$ cat src/rtl/core/popa_pkg.sv
package popa_pkg;

  localparam int unsigned MaxPages  = 16;
  localparam int unsigned MaxSlots  = 256;
  localparam int unsigned PageW     = $clog2(MaxPages);
  localparam int unsigned SlotW     = $clog2(MaxSlots);
  localparam int unsigned CountW    = SlotW + 1;
  localparam int unsigned PagesW    = PageW + 1;
  localparam int unsigned LinkAddrW = PageW + SlotW;

  localparam logic [1:0] StatusOk     = 2'd0;
  localparam logic [1:0] StatusNoMem  = 2'd1;
  localparam logic [1:0] StatusReject = 2'd2;

  localparam logic CfgSlots = 1'b0;
  localparam logic CfgLimit = 1'b1;

  localparam logic ActAlloc = 1'b0;
  localparam logic ActFree  = 1'b1;

  typedef enum logic [3:0] {
    StIdle,
    StDecide,
    StBuild,
    StPopRead,
    StPopWait,
    StPop,
    StPush,
    StSearch,
    StOut
  } state_e;

  typedef struct packed {
    logic load_req;
    logic start_build;
    logic build_step;
    logic pop_commit;
    logic push_commit;
    logic search_start;
    logic search_step;
    logic set_nomem;
    logic set_reject;
  } cmd_t;

  typedef struct packed {
    logic is_alloc;
    logic nonfull_valid;
    logic can_claim;
    logic build_done;
    logic nonfull_empty;
    logic pop_fills;
    logic free_bad;
    logic search_done;
  } sts_t;

endpackage

$ cat src/rtl/core/popa_ctrl.sv
module popa_ctrl (
  input  logic           clk_i,
  input  logic           rst_ni,
  input  logic           in_valid_i,
  output logic           in_stall_o,
  output logic           out_valid_o,
  input  logic           out_stall_i,
  input  popa_pkg::sts_t sts_i,
  output popa_pkg::cmd_t cmd_o
);
  import popa_pkg::*;

  state_e state_q, state_d;

  always_ff @(posedge clk_i or negedge rst_ni) begin
    if (!rst_ni) state_q <= StIdle;
    else state_q <= state_d;
  end

  always_comb begin
    state_d     = state_q;
    cmd_o       = '0;
    in_stall_o  = 1'b1;
    out_valid_o = 1'b0;
    case (state_q)
      StIdle: begin
        in_stall_o = 1'b0;
        if (in_valid_i) begin
          cmd_o.load_req = 1'b1;
          state_d = StDecide;
        end
      end
      StDecide: begin
        if (sts_i.is_alloc) begin
          if (sts_i.nonfull_valid) begin
            state_d = StPopRead;
          end else if (sts_i.can_claim) begin
            cmd_o.start_build = 1'b1;
            state_d = StBuild;
          end else begin
            cmd_o.set_nomem = 1'b1;
            state_d = StOut;
          end
        end else if (sts_i.free_bad) begin
          cmd_o.set_reject = 1'b1;
          state_d = StOut;
        end else begin
          state_d = StPush;
        end
      end
      StBuild: begin
        cmd_o.build_step = 1'b1;
        if (sts_i.build_done) state_d = StPopRead;
      end
      StPopRead: begin
        if (sts_i.nonfull_empty) begin
          cmd_o.set_nomem = 1'b1;
          state_d = StOut;
        end else begin
          state_d = StPopWait;
        end
      end
      StPopWait: state_d = StPop;
      StPop: begin
        cmd_o.pop_commit = 1'b1;
        if (sts_i.pop_fills) begin
          cmd_o.search_start = 1'b1;
          state_d = StSearch;
        end else begin
          state_d = StOut;
        end
      end
      StPush: begin
        cmd_o.push_commit = 1'b1;
        state_d = StOut;
      end
      StSearch: begin
        cmd_o.search_step = 1'b1;
        if (sts_i.search_done) state_d = StOut;
      end
      StOut: begin
        out_valid_o = 1'b1;
        if (!out_stall_i) state_d = StIdle;
      end
      default: state_d = StIdle;
    endcase
  end
endmodule

$ cat config.mk
export PLATFORM = sky130hd
export DESIGN_NAME = popa_ctrl
export DESIGN_NICKNAME = d
export VERILOG_FILES = /design/src/rtl/core/popa_pkg.sv /design/src/rtl/core/popa_ctrl.sv
export SDC_FILE = /design/constraint.sdc
export NUM_CORES = 1
export LEC_CHECK = 0
export ABC_AREA = 1
export BUFFER_PORTS_ARGS = -buffer_cell sky130_fd_sc_hd__buf_2
export CORE_AREA = 2 2 39 41
export CTS_CLUSTER_SIZE = 25
export DETAILED_ROUTE_END_ITERATION = 10
export DIE_AREA = 0 0 41 43
export GPL_TIMING_DRIVEN = 0
export PLACE_DENSITY_LB_ADDON = 0.15
export SETUP_SLACK_MARGIN = 0.1
export SYNTH_ARGS = -nofsm -noshare
export SYNTH_HDL_FRONTEND = slang
export SYNTH_SLANG_ARGS = --single-unit
$ cat constraint.sdc
create_clock -name clk_i -period 3.3 [get_ports clk_i]
set_input_delay 0.33 -clock clk_i [delete_from_list [all_inputs] [get_ports clk_i]]
set_output_delay 0.33 -clock clk_i [all_outputs]
set_load 0.01 [all_outputs]
# Yosys cells after proc, flatten, opt, wreduce, memory -nomap -nowiden
# Index checks and enable logic that the tools add are counted.
[totals] register_bits=4 out_inout_bits=11 inputBits=12
[classes] reduce_logical=2 n_eq_ne=12 muxes=33
[op_table] cell="$mux 4" n=10
[op_table] cell="$pmux 4 s9" n=1
[op_table] cell="$mux 1" n=21
[op_table] cell="$eq 4x3->1 const B" n=4
[op_table] cell="$eq 4x2->1 const B" n=2
[op_table] cell="$ne 2x2->1 const B" n=4
[op_table] cell="$eq 4x1->1 const B" n=1
[op_table] cell="$eq 4x4->1 const B" n=1
[op_table] cell="$logic_not 4->1" n=1
[op_table] cell="$reduce_and 4->1" n=1
[op_table] cell="$pmux 1 s2" n=1

# Logic depth before layout (Yosys ltp)
# Gate-level depths: netlist (run 1).
[depth] word_depth=4 depth_mapped=8

# Worst setup path before layout (run 1)
# Ideal clock, no wire load.
[synth_path] kind="register -> output" startpoint="register state_q[1]" endpoint="output cmd_o[7] (netlist name)" required_time_ps=2970 t_arrival_ps=1079 slack_ps=1891 stages_incl_launch_ff=6 path_buffers=0 cell_sequence="dfrtp_1 inv_1 nand2_2 nor2_2 inv_1 nor4_2"
[synth_lines] item="from (decl)" line="popa_ctrl.sv:13" source="state_e state_q, state_d;"
[synth_lines] item="from (signal assigned)" line="popa_ctrl.sv:16" source="if (!rst_ni) state_q <= StIdle;"
[synth_lines] item="from (signal assigned)" line="popa_ctrl.sv:17" source="else state_q <= state_d;"
[synth_lines] item="to (decl)" line="popa_ctrl.sv:9" source="output popa_pkg::cmd_t cmd_o"

==> flow_results.org, run 1 <==
** Critical path
- Setup Crit Path Kind :: reg2out
- In this run the critical register-to-register path is captured at state_q[0]$_DFFE_PN0P_.
- Worst flop-to-flop path startpoint :: state_q[2]$_DFFE_PN0P_
- Reg-to-reg setup timing slack :: 2.00 ns
- STA puts the critical path data arrival time at 1.50 ns.
- Type of destination of the critical path :: output pin
- Required time at the worst-slack endpoint :: 2.97 ns
- The critical path ends at cmd_o[7].
- On the critical path, the stage with the largest delay is an instance of dfrtp_1.
- Cell breakdown of the critical path :: inv_1, nand2_2, nor2_2, inv_1, nor4_2, buf_2
- Most prevalent standard cell on the critical path :: inv_1
- Worst reg-to-reg path cell count :: 6
- Largest fanout of any net on the critical path :: 6
- Startpoint type of the worst setup path :: flop
- Tracing the worst setup path back leads to its startpoint at state_q[1]$_DFFE_PN0P_.
- In this design, the stage delay of the slowest critical-path cell is 0.43 ns.

** Drt
- After detailed routing, the number of vias per cell comes to 4.42.
- The first routing iteration left 7 violations.
- In this run the remaining antenna-violating nets after routing total 0.
- Final routed DRC violation total :: 0
- The final route contains 500 vias.
- For this run, the detailed router's first-pass iteration total came to 4.
- Final Routed Wirelength :: 1040 um
- Average wire length per cell after detail routing :: 9.21 um

** Min path
- Hold Crit Class :: in2reg

** Synth
- Post-synthesis instance area :: 417 um2
- For this run, the leading register cell type out of synthesis is dfrtp_1.
- The synthesized design contains 4 register bits.
- Fraction of the yosys area taken by sequential cells :: 24.0%
- Biggest area contributors in the synthesized netlist :: dfrtp_1 (24%), nand2_1 (20%), inv_1 (9.9%), nor2_1 (9.0%), nand3_1 (8.4%)
- Of all flip-flops after synthesis, the portion carrying an async set or reset was 100%.
- After synthesis, the mean cell area works out to 5.87 um2.
- Library cell with the largest summed area after synthesis :: dfrtp_1
- Yosys instantiated no cell more often than nand2_1.
- Warnings from Yosys :: 0
- Yosys mapped a number of flops with a built-in enable equal to 0.
- Counting every net in the synthesized netlist gives 83.
- Yosys top cell area share :: 24.0%
- Synth cell types :: 17
- Synthesis produced a netlist whose cell count is 71.
- Sorting the synthesized cells by how often they occur yields nand2_1 (22), inv_1 (11), nor2_1 (10).

** Floorplanning
- For this configuration, the core starts out at a cell density of 30.1%.
- During I/O placement, the number of pins put on the boundary was 23.
- From left edge to right edge, the die measures 41 um.
- Cell Rows :: 14
- Floorplan core area :: 1380 um2
- The die covers 1760 um2.
- Die height :: 43 um

** Status
- Result of the run :: complete, no violations

** STA
- Final hold violation count :: 0
- Max Clk Rate :: 0.546 GHz
- Slack of the critical path :: 1.47 ns
- Final number of max-transition violations :: 0
- Post-Route Skew :: 0.00381 ns
- Transition time of the tightest slew-check pin :: 0.439 ns
- Final worst path period share :: 55.5%
- For the final routed database, the setup TNS stands at 0 ns.
- Fin crit period :: 1.83 ns
- Setup violations remaining at the end of the flow were counted as 0.
- Measured against its own limit, the worst slew margin works out to 70.6%.
- RSZ-0062 raised after global routing :: no

** Place
- OpenSTA, run right after detailed placement, puts the worst setup slack at 1.72 ns.
- HPWL after DPL :: 885 um
- At the end of routability-driven placement, the weighted congestion stood at 0.786.
- Total of buffers placed on input and output ports :: 22

** Global route
- In the global route stage, overall resource usage came out at 14.3%.
- Initial antenna violation count :: 0
- Entering global routing, the biggest net connects 8 pins.
- Global-route wire length before repair :: 1690 um
- GR Overflow Total :: 0
- The number of global-route vias before repair was 402.

** Clocking
- TritonCTS built the clock tree.
- Worst skew pair latency :: 0.23 ns
- Cts bufs inserted :: 3
- The root buffer cell chosen for the clock tree is clkbuf_4.
- Number of H-tree levels :: 1
- Post-CTS repair changed the size of 0 cells.
- Number of clock sinks seen by CTS :: 4
- Clock input transition at the sequential cells of the worst setup and hold paths :: 0.04 ns
- Max Root-Sink Buffers :: 2

** Job
- Max Cap Viol :: 0

** Layout
- The number of antenna diodes in the final layout is 0.
- The register with the most flip-flops in the layout has 4 of them.
- Largest register by flop count :: state_q
- Total number of nets in the final design :: 111
- Fraction of final layout cells sized beyond drive strength 1 :: 35.1%
- The filler cells instantiated in the layout total 159.
- The largest registers in the layout are state_q (4).
- Compared with the post-synthesis result, the final layout area differs by 39.0%.

** Pwr
- Leakage component of the power :: 0.000361 uW
- For this design the ratio of total power to cell area is 676 nW/um2.
- Peak ir drop on the vdd network :: 0.381 mV
==> layout by cell type (no fill, tap or decap), types with 2 or more instances in the layout <==
master	n
dfrtp_1	4
nand3b_1	3
clkbuf_4	3
inv_1	11
nand3_1	7
nor2_1	10
buf_2	22
nand2_1	22
nor2_2	3
inv_2	2
==> timing repair <==
action | 4_1_cts | 5_1_grt
hold endpoints to repair | 4 | 0
buffers inserted | 0 | 0
setup endpoints to repair | 0 | 0
hold buffers | 1 | 0
==> through the flow <==
step | area (um2) | hold slack [ns] | cells | utilization [%] | total power [uW]
floorplan | 417 | 0.0344 | 71 | - | 265
global placement | 547 | 0.136 | 109 | 39.5 | 336
detailed placement | 547 | 0.138 | 109 | 39.5 | 336
CTS | 579 | 0.352 | 113 | 41.9 | 400
global route | 579 | 0.349 | 113 | 41.9 | 442
finish | 579 | 0.354 | 113 | 41.9 | 391
==> worst max-delay path: cells and delay by family, from the launching register on <==
kind                   cells  cell delay (ns)
and+or+nand+nor            3             0.41
DFF                        1             0.43
buffers and inverters      3             0.42
==> layer usage <==
| layer | vias up | global-route usage (%) | routed length, um |
|---|---|---|---|
| met5 | - | 0 | 0 |
| met4 | 0 | 2.00 | 0 |
| met3 | 0 | 6.28 | 79 |
| met2 | 16 | 19.4 | 435 |
| met1 | 209 | 21.1 | 526 |
| li1 | 275 | - | - |
==> area by class of cell <==
cell class,count,area (um2),share of cell area (%)
inverters,13,48.8,8.42
multi-input cells,54,268,46.2
repair buffers,23,120,20.7
flip-flops and latches,4,100,17.3
clock buffers,3,22.5,3.89
well taps,16,20.0,3.46
==> power by group <==
group          internal [uW]  switching [uW]
Combinational           85.8             150
Clock                   40.6            18.3
Sequential              68.2            28.6
==> worst min-delay path by stage <==
stage | startpoint | depth (start not counted) | slack (ns) | endpoint
floorplan | rst_ni | 0 | 0.03 | state_q[0]$_DFFE_PN0P_
global placement | rst_ni | 1 | 0.14 | state_q[2]$_DFFE_PN0P_
detailed placement | rst_ni | 1 | 0.14 | state_q[2]$_DFFE_PN0P_
CTS | sts_i[3] | 2 | 0.35 | state_q[2]$_DFFE_PN0P_
global route | sts_i[3] | 2 | 0.35 | state_q[2]$_DFFE_PN0P_
finish | sts_i[3] | 2 | 0.35 | state_q[2]$_DFFE_PN0P_
==> logic make-up (layout without fill, tap and decap cells) <==
group                  Yosys count  after routing  synth area share (%)
AO/OA/AOI/OAI                    4              4                  7.21
buffers and inverters           13             39                  11.7
AND/OR/NAND/NOR                 50             50                  57.1
flip-flops                       4              4                  24.0
Note: power is estimated with default switching activity, not from simulation.
==> run 2: changes to the inputs <==
Clock period 3.3 ns to 1.9 ns, I/O delays scaled along.
==> run 2 against run 1 <==
  * Setup slack got worse by 1.2 ns
  * Hold slack got worse by 0.14 ns
  * Power increased by 77%
  * First-iteration DRC count is 71% higher
  * Design area grew 0.86%
  * Critical path depth unchanged
  * Flip-flop and latch count stayed put
  * Sequential power rose by 74%
  * Global-route usage unchanged
==> flow_results.org, run 2 (synthesized netlist as in run 1, its figures left out) <==
** Layout
- Leading registers by flop count: state_q (4) (unchanged).
- The number of nets in the final layout is 111 (unchanged).
- Commonest non-fill, non-tap cells in the layout: nand2_1 (22), buf_2 (22), inv_1 (11) (unchanged).
- The register containing the most flip-flops in the final layout is state_q (unchanged).
- Layout fillers :: 157 (was 159)
- Max reg flops :: 4 (unchanged)
- The proportion of layout cells with a drive suffix above 1 came to 35.1% (unchanged).
- The number of diodes was 0 (unchanged).
- Util after Layout :: 42.2% (was 41.9%)
- The layout overhead on the synthesized area was 40.2% (was 39.0%).

** Pwr
- P per Cell Area :: 1190 nW/um2 (was 676 nW/um2)
- Leakage component of the power :: 0.000362 uW (was 0.000361 uW)
- The maximum resistive drop on vdd is 0.672 mV (was 0.381 mV).

** STA
- The number of max-slew violations in the final report came to 0 (unchanged).
- Transition time of the tightest slew-check pin :: 0.437 ns (was 0.439 ns)
- RSZ-0062 raised after global routing: no (unchanged).
- The final count of negative-setup-slack endpoints is 0 (unchanged).
- Max Clk Rate :: 0.610 GHz
- Post-Route Skew :: 0.000297 ns (was 0.00381 ns)
- Final worst path period share :: 86.3%
- Final setup TNS :: 0 ns (unchanged)
- The final hold violation count came to 0 (unchanged).
- Worst rel slew slack :: 70.8% (was 70.6%)
- Counting I/O delays and the setup requirement, the final critical path takes 1.64 ns.

** Drt
- The number of vias after detailed routing was 508 (was 500).
- Average wire length per cell after detail routing :: 9.42 um (was 9.21 um)
- The number of routed nets with antenna violations came to 0 (unchanged).
- The routed wire length on met3 came to 77 um (was 79 um).
- DRT iter0 DRCs :: 12 (was 7)
- First-pass detailed-route iteration total :: 3 (was 4)
- The final wirelength came to 1060 um (was 1040 um).
- The detailed-routed wire length on met2 came to 436 um (was 435 um).
- Via-to-Cell Ratio :: 4.50 (was 4.42)
- Final routed DRC violation total :: 0 (unchanged)
- Highest metal layer with signal wires :: met3 (unchanged)
- Wl on met1 :: 549 um (was 526 um)

** Clocking
- The total number of H-tree levels was 1 (unchanged).
- Number of clock sinks seen by CTS :: 4 (unchanged)
- Clock input transition at the sequential cells of the worst setup and hold paths :: 0.04 ns (about the same)
- Cts bufs inserted :: 3 (unchanged)
- CTS tree :: built (unchanged)
- Max Root-Sink Buffers :: 2 (unchanged)
- Root Buffer :: clkbuf_4 (unchanged)
- Worst skew pair latency :: 0.23 ns (about the same)

** Critical path
- The kind of start point of the critical path is a flop (unchanged).
- The cell family with the largest share of critical-path delay is flip-flops (unchanged).
- Most prevalent standard cell on the critical path :: inv_1 (unchanged)
- The critical path endpoint category was an output pin (unchanged).
- The data arrival time of the critical path came to 1.45 ns (was 1.50 ns).
- The length in cells of the worst reg-to-reg path was 6 (unchanged).
- The data required time of the worst path came to 1.71 ns (was 2.97 ns).
- The kind of critical path is reg2out (unchanged).
- The reg-to-reg startpoint is state_q[2]$_DFFE_PN0P_ (unchanged).
- Cell breakdown of the critical path: inv_1, nand2_2, nor2_4, inv_1, nor4_2, buf_2 (was inv_1, nand2_2, nor2_2, inv_1, nor4_2, buf_2).
- Endpoint of the lowest-slack register-to-register path :: state_q[0]$_DFFE_PN0P_ (unchanged)
- The number of cells on the critical path was 6 (unchanged).
- CP Buf/Inv Count :: 3 (unchanged)
- Slowest cell delay on critical path :: 0.43 ns (about the same)
- The maximum fanout along the worst path was 6 (unchanged).
- The critical path launch point is state_q[1]$_DFFE_PN0P_ (unchanged).
- The worst setup slack for register-to-register paths is 0.60 ns (was 2.00 ns).
- The slowest cell on the critical path is dfrtp_1 (unchanged).

** Floorplanning
- Number of primary I/O pins :: 23 (unchanged)
- Cell Rows :: 14 (unchanged)
- Die ar. :: 1760 um2 (unchanged)
- The area of the core is 1380 um2 (unchanged).
- Die height :: 43 um (unchanged)
- Starting density of the core :: 30.1% (unchanged)
- The die width is 41 um (unchanged).

** Min path
- Min-delay src :: sts_i[3] (unchanged)
- The cell depth of the worst min-delay path was 2 (unchanged).
- Hold Crit Class :: in2reg (unchanged)
- The worst-case hold path end point is state_q[2]$_DFFE_PN0P_ (unchanged).

** Global route
- The number of global-route vias before repair came to 402 (unchanged).
- The largest net degree at the start of global routing was 8 (unchanged).
- The total overflow reported by the global router came to 0 (unchanged).
- The global-route wire length before repair was 1690 um (unchanged).
- The initial antenna violation count is 0 (unchanged).
- Total global-route track usage :: 14.3% (unchanged)

** Status
- Result of the run :: complete, no violations (unchanged)

** Place
- The placed wire-length estimate came to 885 um (unchanged).
- The quantity of I/O buffers inserted on ports is 22 (unchanged).
- The placer's final routability congestion estimate is 0.786 (unchanged).

** Job
- Max Cap Viol :: 0 (unchanged)
==> run 2: changes by cell type in the layout (fill, tap and decap cells not counted) <==
cell    previous run  this run
nor2_2             3         2
nor2_4             1         2
==> run 2: cell type report <==
cell class / count / area (um2) / area share, %
multi-input combinational: 54 / 273 / 46.7
tap: 16 / 20.0 / 3.43
timing repair buffer: 23 / 120 / 20.6
clock buffer: 3 / 22.5 / 3.85
inverter: 13 / 48.8 / 8.35
sequential: 4 / 100 / 17.1
==> run 2: repair_timing <==
item	in CTS	in global routing
gates resized for setup	0	1
buffers inserted	0	0
hold buffers	1	0
endpoints found under the hold margin	4	0
endpoints found under the setup margin	0	1
==> run 2: worst max-delay path by stage <==
| stage | to |
|---|---|
| final | cmd_o[7] |
| after detailed placement | cmd_o[7] |
| after CTS | cmd_o[7] |
| after global routing | cmd_o[7] |
| after global placement | cmd_o[7] |
| after floorplan | cmd_o[7] |
==> run 2: routing by layer <==
| metal | vias to the layer above | GRT usage, % |
|---|---|---|
| met1 | 210 | 21.1 |
| met4 | 0 | 2.00 |
| li1 | 281 | - |
| met5 | - | 0 |
| met3 | 0 | 6.28 |
| met2 | 17 | 19.4 |
==> run 2: report_power, final <==
part           total [uW]  internal [uW]  switching, uW  leakage [uW]
sequential            169            118           50.1     0.0000518
clock                 103           70.5           32.1     0.0000138
combinational         424            154            270      0.000296
==> run 2: per-stage QoR <==
stage                     hold WS, ns  cell area, um2  std cells  setup WS (ns)  power (uW)
after floorplan                -0.106             417         71          0.631         461
after global placement       -0.00425             547        109          0.453         583
after detailed placement     -0.00170             547        109          0.457         584
after CTS                       0.212             579        113          0.198         695
after global routing            0.209             584        113          0.119         779
final                           0.217             584        113          0.261         695
==> run 3: changes to the inputs <==
Settings changed: PLACE_DENSITY_LB_ADDON 0.15 to not set, REMOVE_ABC_BUFFERS set to 1.
==> run 3 against run 2 <==
  * Power increased by 0.27%
  * Register-to-register slack hardly changed
  * Design area stayed put
  * Critical path depth unchanged
  * First-iteration DRC count increased by 83%
  * Via count up 4.1%
  * Count of clock-buffer cells in the layout unchanged
  * Routed wire length increased by 4.2%
  * Largest cell class unchanged
  * Largest power group unchanged
  * Highest routed layer unchanged
==> flow_results.org, run 3 (synthesized netlist as in run 1, its figures left out) <==
** Place
- The worst setup timing slack at the placement stage came to 0.458 ns (was 0.457 ns).
- The quantity of I/O buffers inserted on ports came to 22 (unchanged).
- HPWL after DPL :: 899 um (was 885 um)
- RD Place Congestion :: 0.815 (was 0.786)

** STA
- The slew at the pin closest to its max-slew limit is 0.429 ns (was 0.437 ns).
- The number of max-slew violations in the final report came to 0 (unchanged).
- The setup TNS is 0 ns (unchanged).
- The minimum setup slack in the final design was 0.243 ns (was 0.261 ns).
- Post-Route Skew :: 0.00516 ns (was 0.000297 ns)
- RSZ-0062 raised after global routing: no (unchanged).
- The minimum period implied by the final worst setup slack came to 1.66 ns (was 1.64 ns).
- The final count of negative-setup-slack endpoints was 0 (unchanged).
- Final worst path period share :: 87.2% (was 86.3%)
- The worst-case headroom to the max-slew limit is 71.3% (was 70.8%).
- Max Clk Rate :: 0.603 GHz (was 0.610 GHz)
- The final hold violation count is 0 (unchanged).

** Drt
- The number of vias after detailed routing came to 529 (was 508).
- The number of remaining DRC errors was 0 (unchanged).
- Final Routed Wirelength :: 1110 um (was 1060 um)
- The number of routed nets with antenna violations came to 0 (unchanged).
- The number of iterations in the first detailed-routing pass was 4 (was 3).
- Via-to-Cell Ratio :: 4.68 (was 4.50)
- The final routed wire length divided by cell count was 9.81 um (was 9.42 um).
- DRT iter0 DRCs :: 22 (was 12)

** Min path
- The class of the tightest hold or removal check is in2reg (unchanged).
- Min-delay src :: sts_i[3] (unchanged)
- Depth of the worst hold-timing path :: 2 (unchanged)

** Floorplanning
- Die height :: 43 um (unchanged)
- Number of primary I/O pins :: 23 (unchanged)
- The area of the die was 1760 um2 (unchanged).
- The area of the core was 1380 um2 (unchanged).
- Die span in x :: 41 um (unchanged)
- The cell row count came to 14 (unchanged).
- Starting density of the core :: 30.1% (unchanged)

** Job
- Max Cap Viol :: 0 (unchanged)

** Layout
- Ant diodes :: 0 (unchanged)
- Area growth syn-to-layout :: 40.2% (unchanged)
- The number of nets in the final layout came to 111 (unchanged).
- Leading registers by flop count: state_q (4) (unchanged).
- Fraction of final layout cells sized beyond drive strength 1 :: 35.1% (unchanged)
- The flip-flop count of the largest register, all copies and words added was 4 (unchanged).
- Commonest non-fill, non-tap cells in the layout :: nand2_1 (22), buf_2 (22), inv_1 (11) (unchanged)
- The register containing the most flip-flops in the final layout is state_q (unchanged).

** Critical path
- Worst setup startpoint :: state_q[1]$_DFFE_PN0P_ (unchanged)
- Cell breakdown of the critical path :: inv_1, nand2_2, nor2_4, inv_1, nor4_2, buf_2 (unchanged)
- Required time at the worst-slack endpoint :: 1.71 ns (about the same)
- Type of destination of the critical path :: output pin (unchanged)
- Slowest cell delay on critical path :: 0.44 ns (was 0.43 ns)
- The length in cells of the worst reg-to-reg path came to 6 (unchanged).
- The buffer and inverter count on the worst path came to 3 (unchanged).
- The kind of start point of the critical path is a flop (unchanged).
- CP max-delay cell :: dfrtp_1 (unchanged)
- Critical path depth :: 6 (unchanged)
- Largest fanout of any net on the critical path :: 6 (unchanged)
- Most prevalent standard cell on the critical path :: inv_1 (unchanged)
- Data arrival at the endpoint of the critical path :: 1.47 ns (was 1.45 ns)
- The reg-to-reg startpoint is state_q[2]$_DFFE_PN0P_ (unchanged).
- The worst setup slack for register-to-register paths is 0.60 ns (about the same).
- The kind of critical path is reg2out (unchanged).
- Top Family by Delay on Critical Path :: flip-flops (unchanged)

** Global route
- Global-route wire length before repair :: 1640 um (was 1690 um)
- Initial antenna violation count :: 0 (unchanged)
- The number of global-route vias before repair came to 391 (was 402).
- The total overflow reported by the global router was 0 (unchanged).
- The global router's overall resource usage was 13.8% (was 14.3%).
- Maximum number of pins on one net before global-route repair :: 8 (unchanged)

** Clocking
- Cts bufs inserted :: 3 (unchanged)
- The insertion delay of the later-clocked pin in the worst-skew pair came to 0.23 ns (about the same).
- The clock slew at the register clock pins of the worst setup and hold paths was 0.04 ns (about the same).
- The total clock sinks came to 4 (unchanged).
- The root buffer selected by CTS is clkbuf_4 (unchanged).
- CTS tree :: built (unchanged)
- Max Root-Sink Buffers :: 2 (unchanged)
- Number of H-tree levels :: 1 (unchanged)

** Pwr
- Peak ir drop on the vdd network :: 0.681 mV (was 0.672 mV)
- The ratio of total power to cell area is 1190 nW/um2 (about the same).
- Leakage component of the power :: 0.000362 uW (unchanged)

** Status
- Result of the run: complete, no violations (unchanged).
[run 3: cell counts in the layout (fill, tap and decap cells not counted)]
Identical to the previous run, type by type.
[run 3: report_power, final]
group          internal, uW  switching (uW)  leakage [uW]  total (uW)
Clock                  70.4            31.8     0.0000138         102
Sequential              118            50.8     0.0000518         169
Combinational           154             272      0.000296         425
Total                   343             354      0.000362         697
[run 3: layout make-up]
type	count	area (um2)
Inverter	13	48.8
Clock buffer	3	22.5
Fill cell	167	800
Sequential cell	4	100
Multi-Input combinational cell	54	273
Timing Repair Buffer	23	120
Tap cell	16	20.0
[run 3: worst reg2reg max path: stages, from the launching register on]
cell      delay (ns)
dfrtp_1         0.41
nor2_1          0.37
nand3b_1        0.12
nand2_1         0.11
nor2_2          0.06
nand2_1         0.06
nand2_1         0.05
[run 3: final timing paths]
path | endpoint
setup / recovery | cmd_o[7]
hold / removal | state_q[2]$_DFFE_PN0P_
setup reg to reg | state_q[1]$_DFFE_PN0P_
hold reg to reg | state_q[3]$_DFFE_PN0P_
max in group asynchronous | state_q[1]$_DFFE_PN0P_
min in group asynchronous | state_q[3]$_DFFE_PN0P_
[run 3: through the flow]
step | std cells | util (%) | hold WS (ns) | total power (uW) | instance area [um2]
2_1_floorplan | 71 | - | -0.106 | 461 | 417
5_1_grt | 113 | 42.2 | 0.249 | 779 | 584
4_1_cts | 113 | 41.9 | 0.228 | 692 | 579
3_3_place_gp | 109 | 39.5 | -0.00460 | 580 | 547
3_5_place_dp | 109 | 39.5 | -0.00116 | 581 | 547
6_report | 113 | 42.2 | 0.232 | 697 | 584
[run 3: metal layers]
metal  up-vias  track usage (%)  part of all wire [%]
met3         0             6.28                   4.4
met2        16             19.4                    49
met5         -                0                     0
met4         0             2.00                     0
li1        276                -                     -
met1       237             19.5                    47
[run 3: repair_timing]
| action | CTS | global route |
|---|---|---|
| hold buffers | 1 | 0 |
| endpoints found under the setup margin | 0 | 1 |
| setup buffers | 0 | 0 |
| hold endpoints to repair | 4 | 0 |
| gates resized for setup | 0 | 1 |
